`config.mk`:
```
export PLATFORM = sky130hd
export DESIGN_NAME = png_unf_queue
export DESIGN_NICKNAME = d
export VERILOG_FILES = /design/src/rtl/png_scanline_unfilter_gray8_assert.svh /design/src/rtl/png_unf_pkg.sv /design/src/rtl/png_unf_queue.sv
export SDC_FILE = /design/constraint.sdc
export NUM_CORES = 1
export LEC_CHECK = 0
export BUFFER_PORTS_ARGS = -buffer_cell sky130_fd_sc_hd__buf_2
export CORE_MARGIN = 2
export CORE_UTILIZATION = 51
export DETAILED_ROUTE_END_ITERATION = 6
export PLACE_DENSITY = 0.79
export SYNTH_ARGS = -nofsm -noshare
export SYNTH_HDL_FRONTEND = slang
export SYNTH_SLANG_ARGS = --single-unit
```
`constraint.sdc`:
```
create_clock -name aclk -period 2.9 [get_ports aclk]
set_input_delay 0.58 -clock aclk [delete_from_list [all_inputs] [get_ports aclk]]
set_output_delay 0.58 -clock aclk [all_outputs]
set_load 0.01 [all_outputs]
```
`src/rtl/png_scanline_unfilter_gray8_assert.svh`:
```
// Assertion helpers for the scanline unfilter RTL.
`ifndef PNG_SCANLINE_UNFILTER_GRAY8_ASSERT_SVH
`define PNG_SCANLINE_UNFILTER_GRAY8_ASSERT_SVH

// Same-cycle implication, checked outside reset.
`define PSU_ASSERT_NOW(lbl, clk, rstn, ante, cons, msg) \
    lbl: assert property (@(posedge clk) disable iff (!(rstn)) (ante) |-> (cons)) \
        else $error(msg);

// Next-cycle implication, checked outside reset.
`define PSU_ASSERT_NEXT(lbl, clk, rstn, ante, cons, msg) \
    lbl: assert property (@(posedge clk) disable iff (!(rstn)) (ante) |=> (cons)) \
        else $error(msg);

`endif

```
`src/rtl/png_unf_pkg.sv`:
```
package png_unf_pkg;

    // Column offset carried with each word; covers the largest line buffer.
    localparam int XW = 16;

    // Depth of the queue between the front and the back.
    localparam int QDEPTH = 2;
    localparam int QAW    = 1;

    // Largest legal filter type.
    localparam logic [7:0] FILT_MAX = 8'd4;

    // Register indexes, taken from paddr[2].
    localparam logic REG_ROW_WIDTH    = 1'b0;
    localparam logic REG_IMAGE_HEIGHT = 1'b1;

    typedef enum logic [2:0] {
        FILT_NONE  = 3'd0,
        FILT_SUB   = 3'd1,
        FILT_UP    = 3'd2,
        FILT_AVG   = 3'd3,
        FILT_PAETH = 3'd4
    } filt_t;

    // One classified word passed from the front to the back.
    typedef struct packed {
        logic [7:0]    raw;
        filt_t         filt;
        logic [XW-1:0] x;
        logic          first;
        logic          up_zero;
        logic          row_end;
        logic          image_end;
        logic          bad;
    } work_t;

    function automatic logic [7:0] paeth_pick(logic [7:0] a, logic [7:0] b,
                                              logic [7:0] c);
        logic signed [10:0] p;
        logic signed [10:0] da;
        logic signed [10:0] db;
        logic signed [10:0] dc;
        p  = $signed({3'b000, a}) + $signed({3'b000, b}) - $signed({3'b000, c});
        da = p - $signed({3'b000, a});
        db = p - $signed({3'b000, b});
        dc = p - $signed({3'b000, c});
        if (da < 0) da = -da;
        if (db < 0) db = -db;
        if (dc < 0) dc = -dc;
        if (da <= db && da <= dc) return a;
        if (db <= dc) return b;
        return c;
    endfunction

    function automatic logic [7:0] predict(filt_t filt, logic [7:0] a,
                                           logic [7:0] b, logic [7:0] c);
        logic [8:0] sum;
        logic [7:0] pred;
        sum = {1'b0, a} + {1'b0, b};
        case (filt)
            FILT_SUB:   pred = a;
            FILT_UP:    pred = b;
            FILT_AVG:   pred = sum[8:1];
            FILT_PAETH: pred = paeth_pick(a, b, c);
            default:    pred = 8'd0;
        endcase
        return pred;
    endfunction

endpackage

```
`src/rtl/png_unf_queue.sv`:
```
module png_unf_queue
    import png_unf_pkg::*;
(
    input  logic         aclk,
    input  logic         aresetn,
    input  logic         push,
    input  work_t        din,
    input  logic         pop,
    output work_t        dout,
    output logic         full,
    output logic         empty,
    output logic [QAW:0] count
);

    work_t          slot_reg [QDEPTH];
    logic [QAW-1:0] wr_ptr_reg;
    logic [QAW-1:0] rd_ptr_reg;
    logic [QAW:0]   count_reg;

    assign full  = (count_reg == (QAW+1)'(QDEPTH));
    assign empty = (count_reg == '0);
    assign count = count_reg;
    assign dout  = slot_reg[rd_ptr_reg];

    // Store a word at the tail.
    always_ff @(posedge aclk) begin
        if (push) begin
            slot_reg[wr_ptr_reg] <= din;
        end
    end

    // Advance pointers and occupancy.
    always_ff @(posedge aclk) begin
        if (!aresetn) begin
            wr_ptr_reg <= '0;
            rd_ptr_reg <= '0;
            count_reg  <= '0;
        end else begin
            if (push) begin
                wr_ptr_reg <= (wr_ptr_reg == QAW'(QDEPTH - 1)) ? '0 : wr_ptr_reg + 1'b1;
            end
            if (pop) begin
                rd_ptr_reg <= (rd_ptr_reg == QAW'(QDEPTH - 1)) ? '0 : rd_ptr_reg + 1'b1;
            end
            if (push && !pop) begin
                count_reg <= count_reg + (QAW+1)'(1);
            end else if (pop && !push) begin
                count_reg <= count_reg - (QAW+1)'(1);
            end
        end
    end

endmodule

```
======== Word level (Yosys, flattened, before mapping) ========
Memory sizes are Yosys's and may differ from the RTL's. A register that Yosys moved wholly into a read port is not among the register bits.
Cells that the tools add are included.
storage, ports and cells
  register bits ........................... 4
  memories ................................ 1
  logic and storage cells ................. 23
  bits in latches ......................... 0
  bits in read-only memories .............. 0
  input bits .............................. 36
  memory bits (writable) .................. 64
  output and inout port bits .............. 36
cells by class
  bitwise logic cells ..................... 0
  mux-type cells .......................... 8
  shifts and indexed selects .............. 0
  multiply operators ...................... 0
  reduce and logical (&&, ||, !) cells .... 6
  equality and inequality tests ........... 1
  add/subtract/negate cells ............... 4
  div/mod/pow operators ................... 0
  magnitude comparators ................... 0
memories
  memory    depth  width  read ports  clocked after memory_dff  write ports  line                 source
  slot_reg  2      32     1           1                         1            png_unf_queue.sv:15  work_t slot_reg [QDEPTH];
operator list
  kind                                              number
  2-to-1 mux 1 bit                                  6
  2-to-1 mux 2 bit                                  2
  adder 1 bit, second input constant                2
  adder 2 x 1 -> 2 bit, second input constant       1
  == test 2 bit, second input constant              1
  logical AND 1 bit                                 2
  logical NOT 1 bit                                 2
  logical NOT 2 bit                                 1
  nonzero test 2 bit                                1
  subtractor 2 x 1 -> 2 bit, second input constant  1

======== Logic depth before layout (Yosys ltp) ========
  word-level depth ........................ 4
  mapped depth ............................ 5
  mapped depth without buffers ............ 5

======== Worst setup path before layout ========
No wires, ideal clock.
  path type ............................... input -> register
  from .................................... input port push
  to ...................................... memory slot_reg[0][0] (netlist name), enable pin
  stages on the path ...................... 1
  data required time ...................... 2,474 ps
  setup time .............................. 426 ps
  buffers on the path ..................... 0
  arrival ................................. 2,059 ps
  path slack .............................. 415 ps
  cell sequence ........................... nor2b_1
on the way
  word-level cells in the longest chain between the ends .. 2
ends and longest elaborated chain
  what                                    line                 source
  start, declared                         png_unf_queue.sv:6   input logic push,
  2-to-1 mux 1 bit                        png_unf_queue.sv:27  if (push) begin
  2-to-1 mux 1 bit (implied by the code)  png_unf_queue.sv:28  slot_reg[wr_ptr_reg] <= din;
  end, declared                           png_unf_queue.sv:15
No other way between the ends.

==> run summary <==
post-synthesis cell type count: 18
dpl cells: 258
CP arrival: 1.80 ns
Layout Cells excl Fill: 274
# diodes: 0
die height: 74.4 um
fin nets: 239
RR Endpoint: slot_reg[0][16]
FF+latch count, synth: 69
initial DRC count: 128
WL/cell: 15.0 um
die area: 5540 um^2
Crit path required time: 2.32 ns
min Tclk post-route: 2.38 ns
Sw Ratio: 0.211
Initial Util: 0.532
cells on worst reg2reg path: 1
Reg clk slew, reported paths: 0.07 ns
Post-CTS Setup Bufs: 0
total length of routed wires: 4110 um
core region area: 4750 um^2
Worst Setup End Kind: output pin
Hold WC Path Type: in2reg
Post-Synth Simple-Gate Area: 0.0223
clk root buf: clkbuf_8
Final Max Tran Viols: 0
Seq pwr share: 0.531
# IOs: 72
CTS Sinks: 69
vias: 1,327
max reg flops: 64
vias in the first global route: 1,371
routability congestion estimate: 0.712
Fin. Hold Viols: 0
CP Max Fanout: 20
Syn Nets: 159
largest family of logic cells by synthesized area: multiplexers
max_slew headroom: 0.373
area post-placement: 2980 um^2
largest net degree at the start of global routing: 34
clock tree from TritonCTS: built
synthesized area: 2530 um^2
H-tree Lvls: 3
Worst IR Drop VDD: 0.000480 V
Port-buffer cells: 71
remaining antenna violation count: 0
final instance area: 3180 um^2
Synth Area in XOR/XNOR: 0.0104
Clk Latency, worst-skew pair: 0.33 ns
Compound-Gate Fraction of Synth Area: 0.00792
fill count: 356
count of final setup violators: 0
Clock Skew: 0.00397 ns
Post-Synth Adder-Cell Area: 0.00495
register-to-register setup slack: 1.44 ns
P&R area growth vs syn: 25.8%
most common cell after layout, fill and taps aside: buf_2
YS warnings: 0
Combinational Power Share: 0.104
syn_area_per_cell: 20.7 um^2
# resized after CTS: 0
Clock power frac: 0.365
P_sw: 466 uW
Internal: 1.74 mW
status: finished clean
crit path to: dout[6]
post-synthesis sequential area ratio: 0.800
maxcap violations: 0
TritonCTS Buffers: 9
unrepaired setup endpoints after global routing: no
setup TNS: 0 ns
most frequent cells in the layout: buf_2, edfxtp_1, mux2_2
CP Launch Type: flip-flop
vias per inst: 4.84
hold_sp: din[20]
final worst setup slack: 0.516 ns
Tcrit/Tclk final: 0.822
Peak Freq: 420 MHz
num rows: 25
post-layout util: 0.669
Die W: 74.4 um
Power Density: 694 nW/um^2
total power: 2.21 mW
drt drc: 0
drt pass-1 iters: 4
layout cell share with drive strength beyond 1: 0.570
Clock Path Buffers: 2
mux cell area share after synthesis: 0.143
DP Worst Slack: 0.859 ns
CP Class: reg2out
initial antenna violation count: 0
first-pass GRT wire length: 6240 um
Tightest Pin Transition: 0.938 ns
Reg-to-Reg Start: wr_ptr_reg
Post-Syn Instances: 122
Leak: 1.23 nW
detailed-placement wirelength estimate: 2790 um
CTS Hold Bufs: 0
Tot GR Track Use: 0.160
Min Hold Slack: 0.431 ns
remaining global-route overflow: 0
==> cells by family (layout without fill, tap and decap cells) <==
logic type      count (synthesis)  after routing
compound gates                  3              3
buf+inv                         5             90
simple gates                    9              9
xor+xnor                        3              3
fa+ha+maj                       1              1
flops                          69             69
mux                            32             32
==> metal layers <==
metal / track usage / up-vias / part of all wire
li1: - / 634 / -
met4: 0.0893 / 0 / 0.019
met1: 0.188 / 637 / 0.38
met5: 0 / - / 0
met3: 0.0447 / 8 / 0.055
met2: 0.265 / 48 / 0.55
==> synthesized netlist by cell type <==
cell,instances,share of area
a21boi_1,1,0.0030
and2_1,4,0.0099
and2b_2,1,0.0035
buf_4,3,0.0089
clkbuf_2,1,0.0020
dfxtp_1,5,0.040
edfxtp_1,64,0.76
ha_1,1,0.0049
inv_1,1,0.0015
mux2_1,2,0.0089
mux2_2,30,0.13
nor2_1,1,0.0015
nor2b_1,2,0.0049
o21a_1,1,0.0030
o21ai_0,1,0.0020
or3_1,1,0.0025
xnor2_1,1,0.0035
xor2_1,2,0.0069
==> power groups by stage <==
stage / logic (mW) / registers, mW / clock network, mW
CTS: 0.234 / 1.17 / 0.816
detailed placement: 0.232 / 1.19 / 0
global placement: 0.227 / 1.19 / 0
finish: 0.229 / 1.17 / 0.806
global route: 0.249 / 1.18 / 0.860
floorplan: 0.138 / 1.18 / 0
==> final cells by class <==
cell class              count  area [um^2]  share of cell area
clock buffers              10          128              0.0401
flip-flops and latches     69         2020               0.636
clock inverters             6         77.6              0.0244
inverters                   1         3.75             0.00118
well taps                  67         83.8              0.0264
repair buffers             73          383               0.120
multi-input cells          48          483               0.152
==> worst min-delay path by stage <==
stage | to | slack, ns | cells past startpoint
after floorplan | count[1] | 0.52 | 2
after global placement | count[1] | 0.49 | 2
after detailed placement | count[1] | 0.52 | 2
after CTS | slot_reg[0][20] | 0.42 | 1
after global routing | slot_reg[0][20] | 0.43 | 1
final | slot_reg[1][20] | 0.43 | 1
==> worst max-delay path, cell delays in order, from the launching register on <==
cell,delay [ns]
dfxtp_1,0.72
buf_12,0.25
mux2_2,0.35
buf_2,0.14
(Power assumes the default switching activity.)
