`config.mk`:
```
export PLATFORM = sky130hd
export DESIGN_NAME = png_unf_front
export DESIGN_NICKNAME = d
export VERILOG_FILES = /design/src/rtl/png_scanline_unfilter_gray8_assert.svh /design/src/rtl/png_unf_pkg.sv /design/src/rtl/png_unf_front.sv
export SDC_FILE = /design/constraint.sdc
export NUM_CORES = 1
export LEC_CHECK = 0
export ABC_AREA = 1
export BUFFER_PORTS_ARGS = -buffer_cell sky130_fd_sc_hd__buf_2
export CAP_MARGIN = 30
export CORE_ASPECT_RATIO = 1.25
export CORE_MARGIN = 2
export CORE_UTILIZATION = 35
export DETAILED_ROUTE_END_ITERATION = 6
export PLACE_DENSITY_LB_ADDON = 0.12
export SLEW_MARGIN = 20
export SYNTH_ARGS = -nofsm -noshare
export SYNTH_HDL_FRONTEND = slang
export SYNTH_SLANG_ARGS = --single-unit
```
`constraint.sdc`:
```
create_clock -name aclk -period 13.1 [get_ports aclk]
set_clock_uncertainty 0.2 [all_clocks]
set_input_delay 3.275 -clock aclk [delete_from_list [all_inputs] [get_ports aclk]]
set_output_delay 3.275 -clock aclk [all_outputs]
set_load 0.005 [all_outputs]
```
`src/rtl/png_scanline_unfilter_gray8_assert.svh`:
```
// Assertion helpers for the scanline unfilter RTL.
`ifndef PNG_SCANLINE_UNFILTER_GRAY8_ASSERT_SVH
`define PNG_SCANLINE_UNFILTER_GRAY8_ASSERT_SVH

// Same-cycle implication, checked outside reset.
`define PSU_ASSERT_NOW(lbl, clk, rstn, ante, cons, msg) \
    lbl: assert property (@(posedge clk) disable iff (!(rstn)) (ante) |-> (cons)) \
        else $error(msg);

// Next-cycle implication, checked outside reset.
`define PSU_ASSERT_NEXT(lbl, clk, rstn, ante, cons, msg) \
    lbl: assert property (@(posedge clk) disable iff (!(rstn)) (ante) |=> (cons)) \
        else $error(msg);

`endif

```
`src/rtl/png_unf_pkg.sv`:
```
package png_unf_pkg;

    // Column offset carried with each word; covers the largest line buffer.
    localparam int XW = 16;

    // Depth of the queue between the front and the back.
    localparam int QDEPTH = 2;
    localparam int QAW    = 1;

    // Largest legal filter type.
    localparam logic [7:0] FILT_MAX = 8'd4;

    // Register indexes, taken from paddr[2].
    localparam logic REG_ROW_WIDTH    = 1'b0;
    localparam logic REG_IMAGE_HEIGHT = 1'b1;

    typedef enum logic [2:0] {
        FILT_NONE  = 3'd0,
        FILT_SUB   = 3'd1,
        FILT_UP    = 3'd2,
        FILT_AVG   = 3'd3,
        FILT_PAETH = 3'd4
    } filt_t;

    // One classified word passed from the front to the back.
    typedef struct packed {
        logic [7:0]    raw;
        filt_t         filt;
        logic [XW-1:0] x;
        logic          first;
        logic          up_zero;
        logic          row_end;
        logic          image_end;
        logic          bad;
    } work_t;

    function automatic logic [7:0] paeth_pick(logic [7:0] a, logic [7:0] b,
                                              logic [7:0] c);
        logic signed [10:0] p;
        logic signed [10:0] da;
        logic signed [10:0] db;
        logic signed [10:0] dc;
        p  = $signed({3'b000, a}) + $signed({3'b000, b}) - $signed({3'b000, c});
        da = p - $signed({3'b000, a});
        db = p - $signed({3'b000, b});
        dc = p - $signed({3'b000, c});
        if (da < 0) da = -da;
        if (db < 0) db = -db;
        if (dc < 0) dc = -dc;
        if (da <= db && da <= dc) return a;
        if (db <= dc) return b;
        return c;
    endfunction

    function automatic logic [7:0] predict(filt_t filt, logic [7:0] a,
                                           logic [7:0] b, logic [7:0] c);
        logic [8:0] sum;
        logic [7:0] pred;
        sum = {1'b0, a} + {1'b0, b};
        case (filt)
            FILT_SUB:   pred = a;
            FILT_UP:    pred = b;
            FILT_AVG:   pred = sum[8:1];
            FILT_PAETH: pred = paeth_pick(a, b, c);
            default:    pred = 8'd0;
        endcase
        return pred;
    endfunction

endpackage

```
`src/rtl/png_unf_front.sv`:
```
module png_unf_front
    import png_unf_pkg::*;
#(
    parameter  int MAX_WIDTH = 4096,
    localparam int CW        = $clog2(MAX_WIDTH + 1),
    localparam int CMPW      = (CW > 13) ? CW : 13
) (
    input  logic        aclk,
    input  logic        aresetn,
    input  logic        in_valid,
    output logic        in_ready,
    input  logic [7:0]  in_raw,
    input  logic        in_sof,
    input  logic [12:0] row_width,
    input  logic [15:0] image_height,
    input  logic        q_full,
    output logic        q_push,
    output work_t       q_din
);

    logic [CW-1:0] col_reg, col_next;
    logic [15:0]   row_reg, row_next;
    filt_t         filt_reg, filt_next;
    logic          halted_reg, halted_next;

    logic          accept;
    logic          eff_halted;
    logic [CW-1:0] eff_col;
    logic [15:0]   eff_row;
    logic          rend, iend;
    logic [16:0]   row_inc;

    assign in_ready = !q_full;
    assign accept   = in_valid && in_ready;

    // Start of image overrides position and wakes the front.
    assign eff_halted = in_sof ? 1'b0 : halted_reg;
    assign eff_col    = in_sof ? '0 : col_reg;
    assign eff_row    = in_sof ? 16'd0 : row_reg;

    // Row end against the clamped width; column never passes MAX_WIDTH.
    assign rend    = (CMPW'(eff_col) >= CMPW'(row_width))
                   || (eff_col == CW'(MAX_WIDTH));
    assign row_inc = {1'b0, eff_row} + 17'd1;
    assign iend    = rend && (row_inc >= {1'b0, image_height});

    // Classify the word and advance the row position.
    always_comb begin
        col_next    = col_reg;
        row_next    = row_reg;
        filt_next   = filt_reg;
        halted_next = halted_reg;
        q_push      = 1'b0;
        q_din       = '0;
        if (accept) begin
            col_next    = eff_col;
            row_next    = eff_row;
            halted_next = eff_halted;
            if (!eff_halted) begin
                if (eff_col == '0) begin
                    if (in_raw > FILT_MAX) begin
                        q_push      = 1'b1;
                        q_din.bad   = 1'b1;
                        halted_next = 1'b1;
                    end else begin
                        filt_next = filt_t'(in_raw[2:0]);
                        col_next  = CW'(1);
                    end
                end else begin
                    q_push          = 1'b1;
                    q_din.raw       = in_raw;
                    q_din.filt      = filt_reg;
                    q_din.x         = XW'(eff_col - CW'(1));
                    q_din.first     = (eff_col == CW'(1));
                    q_din.up_zero   = (eff_row == 16'd0);
                    q_din.row_end   = rend;
                    q_din.image_end = iend;
                    if (rend) begin
                        col_next = '0;
                        if (iend) begin
                            halted_next = 1'b1;
                        end else begin
                            row_next = row_inc[15:0];
                        end
                    end else begin
                        col_next = eff_col + CW'(1);
                    end
                end
            end
        end
    end

    always_ff @(posedge aclk) begin
        if (!aresetn) begin
            col_reg    <= '0;
            row_reg    <= 16'd0;
            filt_reg   <= FILT_NONE;
            halted_reg <= 1'b1;
        end else begin
            col_reg    <= col_next;
            row_reg    <= row_next;
            filt_reg   <= filt_next;
            halted_reg <= halted_next;
        end
    end

endmodule

```
== Word level (Yosys, flattened, before mapping) ==
Index checks and enable logic that the tools add are counted.

* Bits in registers: 33
* Output and inout bits: 34

* Add/sub/neg operators: 3
* Order comparisons: 3
* Eq/ne operators: 2
* Mux-type cells: 23
* Bitwise operators: 2
* Reduce and logical (&&, ||, !) cells: 7

{| class="wikitable"
|+ Operators with widths
! cell !! count
|-
| two-way mux 16 bit || 5
|-
| two-way mux 13 bit || 5
|-
| two-way mux 32 bit || 2
|-
| two-way mux 31 bit || 1
|-
| adder 16 x 1 -> 17 bit, second input constant || 1
|-
| >= comparator 17 x 16 -> 1 bit || 1
|-
| logical NOT 16 bit || 1
|-
| subtractor 13 x 1 -> 14 bit, second input constant || 1
|-
| adder 13 x 1 -> 13 bit, second input constant || 1
|-
| equality test 13 x 1 -> 1 bit, second input constant || 1
|-
| equality test 13 bit, second input constant || 1
|-
| >= comparator 13 bit || 1
|-
| logical NOT 13 bit || 1
|-
| two-way mux 1 bit || 10
|-
| greater-than comparator 8 x 3 -> 1 bit, second input constant || 1
|-
| AND reduction 4 bit || 1
|-
| logical AND 1 bit || 2
|-
| inverter 1 bit || 2
|-
| logical NOT 1 bit || 1
|-
| logical OR 1 bit || 1
|}

== Logic depth before layout (Yosys ltp) ==
Gate-level depths: netlist of the first run.

* Depth after elaboration: 8
* Depth in mapped cells: 26

== Worst setup path after synthesis of the first run ==
Ideal clock, no wire load.

* Path type: input to output
* From: input in_sof
* To: output q_din[1] (netlist name)
* Arrival time: 5769 ps
* Setup slack: 3856 ps
* Stages on the path: 19
* Path buffers: 2
* Path through: buf_6 clkbuf_1 nor2_1 ha_1 nand2_1 nor4_4 and2_2 nand2_1 xor2_1 inv_1 ha_1 nand2_1 nor2_1 nand4_1 nor3_1 nor2_1 nand3_4 nand2_1 inv_1

{| class="wikitable"
|+ RTL lines
! element !! RTL line !! text
|-
| from (decl) || png_unf_front.sv:13 || <nowiki>input logic in_sof,</nowiki>
|-
| to (decl) || png_unf_front.sv:18 || <nowiki>output work_t q_din</nowiki>
|}

==> results.md, run 1 <==
* Status: completed
* Area grow syn2layout at 15.18%
* Clk_lat worst skew at 0.28 ns
* Final Hold Vio Count at 0
* Num CTS Buffers at 5
* DP Area at about 4200 sq um
* Largest net degree at the start of global routing at 29
* Slew Viols, Final at 0
* Critical path origin: in_sof
* Post-synth top cells: 121 x nand2_1, 118 x inv_1, 79 x nor2_1
* Slew @ Worst Pin at 0.6343 ns
* CP cell instances: buf_2 > nor2_1 > ha_1 > nand2_1 > nor4_4 > and2_2 > nand2_1 > xor2_1 > inv_1 > ha_1 > nand2_1 > nor2_1 > nand4_1 > nor3_1 > nor2_1 > nand3_4 > nand2_1 > inv_1 > buf_2
* CTS root buf: clkbuf_16
* Yosys reg bits at 33
* Peak Freq at 101.8 MHz
* Hold path startpoint: row_reg[1]
* Final min period at 9.819 ns
* RSZ-0062 raised after global routing: no
* CTS resizes at 0
* Critical path arrival at 6.34 ns
* Delay-heaviest family, CP: simple AND/OR/NAND/NOR gates
* Buf/Inv on CP at 4
* Hold buffer count at cts at 0
* Critical path endpoint category: output port
* Top FF cell, synth: dfxtp_1
* Final Setup Violations at 0
* Most common cell in the netlist: nand2_1
* Clock sink count at 33
* Pre-antenna DRT Iters at 4
* GR met3 Demand/Resource at 1.965%
* Full die area at 11690 sq um
* Post-synth EDFFs at 0
* Switching part of the total power at 32.55%
* Vias in the first global route at 3755
* Post-Syn Instances at 610
* Largest cells by area after synthesis: dfxtp_1 17%, nand2_1 12%, inv_1 12%
* Vias at 3860
* Seq/Total Area, Yosys at between 10% and 20%
* Required time worst endpoint at 9.62 ns
* Yosys Warn Count at 0
* Routed len/inst at 12.87 um
* Antenna cells at 0
* Combinational power share at 26.2%
* Share of cells above drive strength 1 at 19.47%
* Crit path max fanout at 19
* Leak Pwr at between 2 and 2.5 nW
* Post-route DRC at 0
* Clock Tree Buf Depth at 2
* Final Cell Area at 4368 sq um
* Mapped Avg Cell Area at 6.217 sq um
* Pwr/cell area at 68.54 nW/um^2
* Port Buffers at 75
* H-tree levels at 2
* Setup Fix Bufs, Post-CTS at 0
* Psw at slightly below 0.0001 W
* CP max stage delay at 0.33 ns
* Initial drt markers at 96
* Vias per cell at 4.765
* Initial Utilization at between 30 and 40%
* Final net count at 753
* Hold Crit Class: reg -> reg
* Number of flip-flops in the largest register at 16
* Met1 global-route usage at 20.01%
* Grt met2 use at roughly a third
* Setup tns final at 0 ns
* Worst flop-to-flop path startpoint: row_reg[1]
* Post-Syn Area at about 3800 sq um
* Die height at 120.4 um
* Setup Crit Path Kind: in -> out
* Crit path launch type: input port
* Share of the synthesized area in the top cell type at 17.42%
* Clock slew seen by the registers of the worst setup and hold paths at 0.05 ns
* Cell taking the most area after synthesis: dfxtp_1
* Slowest cell on crit path: nor4_4
* First-pass GRT wire length at between 15 and 20 mm
* Initial antenna violation count at 0
* Yosys cell types at 45
* I/O pin count at 76
* Tot GR Track Use at between 10% and 20%
* Post-DP HPWL at 8.488 mm
* Syn_nets at slightly below 700
* CTS tree: yes
* Gp weighted congestion at a little under 0.9
* Internal Power at roughly 0.00020 W
* Reg power frac at 35.9%
* Wirelength, routed at between 10 and 15 mm
* Core Region at 10560 sq um
* Most common cell type on the critical path: nand2_1
* Layer with the highest usage: met2
* Peak supply drop at between 0.04 and 0.05 mV
* Worst rel slew slack at 57.45%
* Final Cycle Share at roughly three quarters
* Die width at 97.11 um
* # rows at 42
* Async S/R FF share, synth at 0%
* Antenna Nets Post-Route at 0
* GRT overflow at 0
* Max-cap viol count at 0
* Clock share of power at between 30% and 40%
==> area by class of cell <==
| cell class | instances | area, sq um |
|---|---|---|
| clock buffer | 8 | 136.4 |
| timing repair buffer | 76 | 386.6 |
| multi-input combinational | 438 | 2547 |
| tap | 132 | 165.2 |
| inverter | 123 | 471.7 |
| sequential | 33 | 660.6 |
| fill | 1172 | 6195 |
==> worst reg2reg max path: stages (launching register included) <==
cell and delay, ns:
dfxtp_1 0.33, inv_1 0.06, nor2_1 0.17, ha_1 0.20, nand2_1 0.11, nor4_4 0.33, and2_2 0.28, nand2_1 0.07
xor2_1 0.23, inv_1 0.08, ha_1 0.29, nand2_1 0.07, nor2_1 0.05, nand4_1 0.06, nor3_1 0.05, nor2_1 0.22
nand3_4 0.17, nor2_8 0.23, nand2_8 0.13, nor2_4 0.18, nand3_1 0.10, nand2_1 0.07, nor2_1 0.04
==> through the flow <==
stage                     hold WS, ns  worst slack [ns]   power, W  std cells  utilization, %
after detailed placement       0.2649             2.991  0.0001880        801           39.96
final                          0.2748             3.281  0.0002994        810           41.35
after CTS                      0.2735             2.991  0.0003032        809           41.25
after global placement         0.2576             3.186  0.0001872        801           39.96
after floorplan                0.2453             3.856  0.0001657        610               -
after global routing           0.2935             2.945  0.0003186        810           41.35
==> layout by cell type (no fill, tap or decap), types with 3 or more instances in the layout <==
master,synthesis,routed
nand3_1,33,33
nand2_1,121,121
nand2_4,4,4
nor3_1,9,9
nand2_2,12,12
o21ai_1,3,3
nor2_4,5,5
dfxtp_1,33,33
a21oi_1,39,39
buf_2,4,75
nor2_1,79,79
nor4_1,5,5
clkbuf_16,0,5
o211ai_1,4,4
xnor2_1,3,3
nand4_1,12,12
nand3_2,7,7
xor2_1,15,15
ha_1,34,34
clkbuf_1,6,3
inv_1,118,118
a21oi_2,5,5
o21ai_0,27,27
==> power groups by stage <==
stage	clock network (W)	logic, W	registers, W
after floorplan	0	0.0000570	0.000109
after CTS	0.000117	0.0000790	0.000107
final	0.000114	0.0000784	0.000107
after global routing	0.000121	0.0000899	0.000108
after global placement	0	0.0000778	0.000109
after detailed placement	0	0.0000786	0.000109
==> logic make-up (layout without fill, tap and decap cells) <==
kind of cell             count (synthesis)  count (layout)  synth area share, %
AND/OR/NAND/NOR                        302             302                39.52
buffers and inverters                  139             207                15.41
AO/OA/AOI/OAI                           84              84                12.27
adder cells (fa/ha/maj)                 34              34                11.22
flip-flops                              33              33                17.42
XOR/XNOR                                18              18                4.157
==> path summary, 6_finish.rpt <==
kind / end / slack (ns) / cells past startpoint
setup reg to reg: row_reg[7] / 9.27 / 22
hold / removal: row_reg[1] / 0.27 / 2
hold reg to reg: row_reg[1] / 0.27 / 2
setup / recovery: q_din[1] / 3.28 / 19
==> per-layer routing <==
| metal | vias to the layer above | share of wire (%) |
|---|---|---|
| met1 | 1705 | 43 |
| met4 | 0 | 3.3 |
| met3 | 20 | 3.2 |
| met2 | 78 | 51 |
| met5 | - | 0 |
| li1 | 2057 | - |
No activity file was read; power rests on OpenSTA's default activity.
==> run 2: changes to the inputs <==
clock period = 8.2 ns   (was 13.1 ns; I/O delays follow)
==> run 2 against run 1 <==
Sequential cell count unchanged. Non-clock buffer count increased by 2. Cell count up 0.25%. Global-route usage about the same. First-iteration DRC count up 59%. Register-to-register slack lost 4.8 ns.
==> results.md, run 2 (same netlist as run 1, synthesis figures left out) <==
* Status: completed
* Number of flip-flops in the largest register at 16
* GRT overflow at 0
* Slew Viols, Final at 0
* Hold buffer count at cts at 0
* Peak Freq at roughly 140 MHz
* RSZ-0062 raised after global routing: no
* Core Region at approximately 11000 sq um
* Final net count at about 760
* Peak supply drop at 0.06905 mV
* Area grow syn2layout at 16.43%
* Setup tns final at 0 ns
* Max-cap viol count at 0
* Setup Fix Bufs, Post-CTS at 0
* CP max stage delay at ~0.29 ns
* Layout Cells excl Fill at 812
* Required time worst endpoint at 5.95 ns
* Initial antenna violation count at 0
* Final Hold Vio Count at 0
* Final min period at 7.163 ns
* Reg-to-Reg End: row_reg[7]
* Reg power frac at 32.8%
* Die width at 97.11 um
* Full die area at 11690 sq um
* Final Setup Violations at 0
* Clock sink count at 33
* Critical path arrival at 4.91 ns
* Worst Hold End: row_reg[12]
* Critical path origin: in_sof
* Final Cycle Share at 87.35%
* Psw at approximately 0.00016 W
* Critical path endpoint category: output port
* Num CTS Buffers at 5
* Hold path startpoint: row_reg[12]
* Antenna cells at 0
* Most frequent cells in the layout: 121 x nand2_1, 118 x inv_1, 79 x nor2_1, 75 x buf_2, 39 x a21oi_1
* Initial drt markers at 153
* CP cell instances: buf_2 > nor2_1 > ha_1 > nand2_1 > nor4_4 > and2_2 > nand2_1 > xor2_1 > inv_1 > ha_1 > nand2_1 > nor2_1 > nand4_1 > nor3_1 > nor2_1 > nand3_4 > nand2_1 > inv_1 > buf_2
* Internal Power at 0.0003619 W
* Reg-to-reg setup timing slack at 4.48 ns
* WHS Path Cells at 2
* Power after layout at 0.0005230 W
* Port Buffers at 75
* Combinational power share at 24.2%
* Crit path max fanout at 19
* Pwr/cell area at 118.4 nW/um^2
* Die height at 120.4 um
* Worst Reg-to-Reg Cells at 22
* Switching part of the total power at 30.80%
* Initial Utilization at 35.90%
* Worst rel slew slack at a little under 60%
* Fill cells at approximately 1200
* Leak Pwr at 2.431 nW
* Setup Crit Path Kind: in -> out
* Clock slew seen by the registers of the worst setup and hold paths at 0.06 ns
* First-pass GRT wire length at 17.17 mm
* Post-route DRC at 0
* Antenna Nets Post-Route at 0
* Clk_lat worst skew at 0.28 ns
* Vias at 3920
* Tot GR Track Use at roughly 18%
* I/O pin count at 76
* Slowest cell on crit path: ha_1
* Most common cell type on the critical path: nand2_1
* Vias in the first global route at 3716
* Pre-antenna DRT Iters at 4
* H-tree levels at 2
* Clock share of power at 43.0%
* Share of cells above drive strength 1 at roughly 20%
* Buf/Inv on CP at 4
* Gp weighted congestion at between 0.9 and 1
* Largest net degree at the start of global routing at 28
* CTS resizes at 0
* Post-DP HPWL at 8.467 mm
* Routed len/inst at 12.80 um
* Clock Tree Buf Depth at 2
* Vias per cell at 4.828
* Worst flop-to-flop path startpoint: row_reg[1]
* Delay-heaviest family, CP: simple AND/OR/NAND/NOR gates
* CTS root buf: clkbuf_16
* Hold Crit Class: reg -> reg
* Dpl cells at 804
* Most common cell after layout, fill and taps aside: nand2_1
* CTS tree: yes
* Slew @ Worst Pin at 0.6087 ns
* # rows at 42
* Wirelength, routed at slightly above 10 mm
* Crit path launch type: input port
==> run 2: changes by cell type in the layout (fill, tap and decap cells not counted) <==
| cell | previous run | this run |
|---|---|---|
| clkbuf_1 | 3 | 1 |
| bufinv_16 | 0 | 1 |
| buf_4 | 0 | 3 |
| buf_6 | 1 | 0 |
| clkbuf_8 | 0 | 1 |
==> run 2: worst max-delay path by stage <==
stage	to	slack, ns	cells after the start
floorplan	q_din[1]	1.41	19
global placement	q_din[1]	1.09	19
detailed placement	q_din[1]	0.99	19
CTS	q_din[1]	1.0	19
global route	q_din[1]	0.63	19
finish	q_din[1]	1.04	19
==> run 2: layout make-up <==
cell class	count	area (sq um)	area share, %
multi-input combinational	438	2547	57.69
sequential	33	660.6	14.96
inverter	123	471.7	10.68
timing repair buffer	78	397.9	9.011
tap	132	165.2	3.740
clock buffer	7	142.6	3.230
clock inverter	1	30.03	0.6801
==> run 2: worst reg2reg max path: cells and delay by family, from the launching register on <==
kind / cells / cell delay (ns)
xor gates and xnor gates: 1 / 0.19
adders and majority gates: 2 / 0.49
DFF: 1 / 0.32
and+or+nand+nor: 17 / 2.28
buffers and inverters: 2 / 0.14
==> run 2: layer usage <==
| layer | share of wire (%) | vias up | track usage [%] |
|---|---|---|---|
| met4 | 2.5 | 0 | 6.338 |
| met1 | 44 | 1766 | 21.07 |
| met2 | 51 | 83 | 33.46 |
| met3 | 3.1 | 15 | 1.908 |
| li1 | - | 2056 | - |
| met5 | 0 | - | 0 |
==> run 2: metrics by stage <==
step                worst slack [ns]  util (%)  area, sq um  hold WS, ns
finish                         1.037     41.80         4415       0.2640
global route                  0.6339     41.80         4415       0.2835
CTS                           0.9971     41.80         4415       0.2667
detailed placement            0.9925     40.17         4243       0.2574
global placement               1.088     40.17         4243       0.2561
floorplan                      1.406         -         3792       0.2453
==> run 2: power groups by stage <==
stage	logic, W	registers [W]	clock network, W
detailed placement	0.000127	0.000175	0
global placement	0.000126	0.000175	0
finish	0.000126	0.000172	0.000225
CTS	0.000128	0.000171	0.000230
floorplan	0.0000910	0.000174	0
global route	0.000143	0.000172	0.000236
